===== config.mk =====
export PLATFORM = sky130hd
export DESIGN_NAME = qvr_div_step
export DESIGN_NICKNAME = d
export VERILOG_FILES = /design/src/sv/qvr_pkg.sv /design/src/sv/qvr_div_step.sv
export SDC_FILE = /design/constraint.sdc
export NUM_CORES = 1
export LEC_CHECK = 0
export BUFFER_PORTS_ARGS = -buffer_cell sky130_fd_sc_hd__buf_2
export CAP_MARGIN = 5
export CORE_AREA = 2 2 208 210
export CTS_CLUSTER_SIZE = 16
export DETAILED_ROUTE_END_ITERATION = 16
export DIE_AREA = 0 0 210 212
export MAX_ROUTING_LAYER = met4
export PLACE_DENSITY_LB_ADDON = 0.25
export SYNTH_ARGS = -nofsm -noshare
export SYNTH_HDL_FRONTEND = slang
export SYNTH_SLANG_ARGS = --single-unit
export TNS_END_PERCENT = 10

===== constraint.sdc =====
create_clock -name clk -period 29.4 [get_ports clk]
set_clock_uncertainty 0.1 [all_clocks]
set_input_delay 5.88 -clock clk [delete_from_list [all_inputs] [get_ports clk]]
set_output_delay 5.88 -clock clk [all_outputs]
set_load 0.02 [all_outputs]

===== src/sv/qvr_pkg.sv =====
package qvr_pkg;

  // widths of the internal arithmetic
  localparam int PW    = 33;  // norm, scalar term, dot and cross products
  localparam int MW    = 49;  // second-level products
  localparam int NW    = 51;  // numerator
  localparam int RW    = 52;  // divider remainder
  localparam int QW    = 17;  // quotient bits
  localparam int STEPS = QW;

  localparam logic [1:0] STATUS_OK   = 2'd0;
  localparam logic [1:0] STATUS_ZERO = 2'd1;
  localparam logic [1:0] STATUS_SAT  = 2'd2;

  typedef struct packed {
    logic signed [15:0] quat_w;
    logic signed [15:0] quat_x;
    logic signed [15:0] quat_y;
    logic signed [15:0] quat_z;
    logic signed [15:0] vec_x;
    logic signed [15:0] vec_y;
    logic signed [15:0] vec_z;
  } req_t;

  typedef struct packed {
    logic signed [15:0] rot_x;
    logic signed [15:0] rot_y;
    logic signed [15:0] rot_z;
    logic [1:0]         status;
  } rsp_t;

  typedef struct packed {
    logic [RW-1:0] rem;
    logic [QW-1:0] quo;
    logic          neg;
    logic          ovf;
  } lane_t;

  typedef struct packed {
    logic            valid;
    logic            zero;
    logic [RW-1:0]   dsh;
    lane_t [2:0]     lane;
  } div_t;

endpackage


===== src/sv/qvr_div_step.sv =====
module qvr_div_step (
  input  logic          clk,
  input  logic          rst,
  input  logic          en,
  input  qvr_pkg::div_t prev,
  output qvr_pkg::div_t next
);
  import qvr_pkg::*;

  logic [RW-1:0] diff [3];
  logic          take [3];

  always_comb begin
    for (int i = 0; i < 3; i++) begin
      take[i] = (prev.lane[i].rem >= prev.dsh);
      diff[i] = take[i] ? prev.lane[i].rem - prev.dsh : prev.lane[i].rem;
    end
  end

  always_ff @(posedge clk) begin
    if (rst) begin
      next.valid <= 1'b0;
    end else if (en) begin
      next.valid <= prev.valid;
      next.zero  <= prev.zero;
      next.dsh   <= prev.dsh;
      for (int i = 0; i < 3; i++) begin
        next.lane[i].rem <= diff[i] << 1;
        next.lane[i].quo <= {prev.lane[i].quo[QW-2:0], take[i]};
        next.lane[i].neg <= prev.lane[i].neg;
        next.lane[i].ovf <= prev.lane[i].ovf;
      end
    end
  end

endmodule


# [Yosys cells after proc, flatten, opt, wreduce, memory -nomap -nowiden]
# Cells that the tools add are included.
[word_totals] reg_bits=264 elab_cells=26 in_bits=270 out_inout_bits=267
[classes] bitwise=1 mux=3 n_reduce_logical=1 magnitude_cmp=3 add_sub_neg=3
[ops] cell="$ge A52 B52 Y1" n=3
[ops] cell="$mux W51" n=3
[ops] cell="$sub A51 B51 Y51" n=3
[ops] cell="$reduce_and A2 Y1" n=1
[ops] cell="$not A1 Y1" n=1

# [Longest topological paths before layout]
[logic_depth] ltp_word=2 depth_mapped=14 mapped_depth_nobuf=13

# [Worst setup path after synthesis]
# No wires, ideal clock.
[synth_timing] path_kind="input-to-reg" from="in rst" to="reg next[0] (netlist bit), enable pin" setup_time_ps=928 path_buffers=0 path_stages=1 arrival_ps=17507 required_time_ps=28372 slack_ps=10865 cell_sequence="nor2b_1"
[synth_via] elab_chain_cells=2
[synth_rtl] item="from (decl)" line_no="qvr_div_step.sv:3" source="input logic rst,"
[synth_rtl] item="$not A1 Y1 (no line)"
[synth_rtl] item="$reduce_and A2 Y1 (no line)"
[synth_rtl] item="to (decl)" line_no="qvr_div_step.sv:6" source="output qvr_pkg::div_t next"
# No other way between the ends.
# A chain may end at the register's enable or synchronous reset.

==> results.json <==
{
  "status": "completed",
  "dp_cells": 3074,
  "final_cell_mix": "buf_2 (530), edfxtp_1 (263), a21oi_1 (232), nand2_1 (204), nor2_1 (170)",
  "cp-start-kind": "input pin",
  "fin_crit_sh_pct": 33.0,
  "post_dp_cell_area_sq_mm": 0.0222,
  "cp_slowest_cell": "a2111oi_0",
  "wl_per_cell_um": 21.5,
  "gp_congestion": 1.00,
  "drc": 0,
  "crit_path_max_incr_delay_ns": 0.66,
  "ys_ff_latch": 264,
  "initial_core_util_pct": 45.1,
  "final_design_area_no_fill_sq_mm": 0.0233,
  "cap_viol_max_count": 0,
  "insertion_delay_ns": 0.57,
  "coreArea_sq_mm": 0.0425,
  "synth_cell_types": 82,
  "largest_reg_flops": 264,
  "hold_violations": 0,
  "synth_area_per_cell_sq_um": 9.26,
  "port_buffers": 530,
  "reg_top3": "next (264)",
  "dieArea_sq_mm": 0.0445,
  "vias": 18200,
  "grt-ovfl-total": 0,
  "ff_latch_area_sq_mm": 0.00792,
  "die-width_um": 210,
  "clock_path_buffers": 3,
  "synth_area_leader_cell": "edfxtp_1",
  "synth_area_sq_mm": 0.0192,
  "ys_seq_area_share_pct": 41.3,
  "clk_pin_slew_ns": 0.06,
  "required_ns": 29.63,
  "use_met2_pct": 49.4,
  "cts_root_buffer": "clkbuf_16",
  "arrival_ns": 9.94,
  "drt-pass1-iter-count": 6,
  "synth_enable_flop_cells": 263,
  "grt_start_max_net_pins": 80,
  "cts_setup_buffers": 0,
  "path_cells": "buf_2 > inv_1 > ha_1 > nand2_1 > or4_1 > a2111oi_0 > a211o_1 > o21ai_2 > a21oi_1 > a21oi_4 > buf_4 > inv_1 > mux2_2",
  "dp_hpwl_mm": 54.7,
  "top_register": "next",
  "grt_busiest_layer": "met2",
  "io-pin-count": 537,
  "ys_warn_count": 0,
  "hold_buffers": 0,
  "yosys.area.top_type_share_pct": 41.2,
  "cts-htree-levels": 1,
  "cts_tree": "built",
  "synthCells": 2071,
  "ant_nets": 0,
  "critPathMaxFanout": 79,
  "layout_commonest_cell": "buf_2",
  "max_freq_ghz": 0.103,
  "fin_tns_setup_ns": 0,
  "wl_mm": 67.4,
  "drt_iter0_markers": 1586,
  "power_density_mw_per_mm2": 54.1,
  "numCtsBuffers": 30,
  "relSlewSlack_pct": 9.20,
  "antenna_found_initial": 12,
  "finalMaxSlewViolations": 0,
  "viasPerCell": 5.78,
  "rsz0062_at_grt": "false",
  "fillCellCount": 3890,
  "use_met1_pct": 39.2,
  "ys_async_sr_fraction_pct": 0,
  "synth.area.top_cells": "edfxtp_1 (41%), ha_1 (10%), a21oi_1 (6.1%), o21ai_0 (4.3%), nand2_1 (4.0%)",
  "fp.dieH_um": 212,
  "worst_path_most_repeated_cell": "inv_1",
  "syn_to_final_growth_pct": 21.5,
  "drive_gt1_share_pct": 24.2,
  "p_leak_nw": 10.2,
  "setup_viol": 0,
  "crit_type": "input pin to flop",
  "fin_crit_ns": 9.71,
  "nNetsFinal": 2989,
  "crit_path_end_kind": "flop",
  "whs_ns": 0.414,
  "peakVddDrop_mv": 0.0522,
  "synthFlopType": "edfxtp_1",
  "cts_sinks": 264,
  "worst_pin_slew_ns": 1.35,
  "rows": 76,
  "use_met3_pct": 3.97,
  "first_global_vias": 17200,
  "min_path_type": "flop to flop",
  "grt_pass1_wl_mm": 99.5,
  "multi_input_area_sq_mm": 0.0105,
  "grtUsageTotal_pct": 29.9,
  "cts-resized-gates": 0,
  "stdcell_count": 3139
}
[where the power goes]
group          internal, mW  switching, mW  leakage, nW
combinational         0.137          0.253         7.26
sequential            0.459        0.00917         2.47
clock                 0.243          0.158        0.512
[cell type report]
cell class	count	area share (%)
multi-input combinational	1617	45.1
sequential	264	34.0
clock buffer	33	3.36
timing repair buffer	539	11.7
tap	546	2.93
inverter	108	1.74
antenna	12	0.129
clock inverter	20	1.10
[through the flow]
stage | power, mW | utilization (%) | worst slack, ns
3_3_place_gp | 0.857 | 52.3 | 18.99
2_1_floorplan | 0.744 | - | 10.87
6_report | 1.26 | 54.8 | 19.69
5_1_grt | 1.32 | 54.8 | 19.48
4_1_cts | 1.26 | 54.7 | 19.70
3_5_place_dp | 0.861 | 52.3 | 19.07
[worst max-delay path: cells and delay by family]
kind	cells	cell delay [ns]
fa+ha+maj	1	0.53
simple gates	2	0.65
mux	1	0.36
buf+inv	4	0.93
compound gates	5	1.56
[Yosys cell counts (all sizes together), types with 4 or more instances]
master     n
edfxtp   263
a41oi      4
a21boi     9
a31oi     18
o221ai     4
ha       156
nor2     170
nor2b     14
a31o       5
nand2b    13
o211a      4
a311oi     6
a21o      72
o211ai    15
nand4     44
and2      17
buf       26
o21ai    179
o21bai    21
mux2       7
and4      10
nor3      43
and3      30
o41ai      5
o21a      19
nand2    204
a2111oi    5
a32oi      4
nor4      15
a211o      9
nand3     46
or2       10
xnor2     59
xor2      61
clkbuf    58
inv      108
o31ai     26
or3        6
a211oi    17
a21oi    233
[cells by family (layout without fill, tap and decap cells)]
family                     count (synthesis)  in the layout  synth area share [%]
AOI/OAI and AO/OA                        692            692                  22.6
xor gates and xnor gates                 120            120                  5.48
adders and majority gates                159            159                  10.5
buffers and inverters                    192            700                  4.09
DFF                                      264            264                  41.3
muxes                                      9              9                 0.516
other                                      1             15                0.0196
and+or+nand+nor                          634            634                  15.5
[layer usage]
layer	up-vias	part of all wire (%)
met5	-	0
met4	0	2.1
met3	79	6.8
met2	715	48
met1	8636	43
li1	8724	-
[final timing paths]
kind / startpoint / endpoint / slack, ns / cells after the start
max: prev[236] / next[210] / 19.69 / 13
min: next[266] / next[266] / 0.41 / 2
max reg2reg: next[266] / next[266] / 28.71 / 2
min reg2reg: next[266] / next[266] / 0.41 / 2
Power figures use the tool's default switching activity.
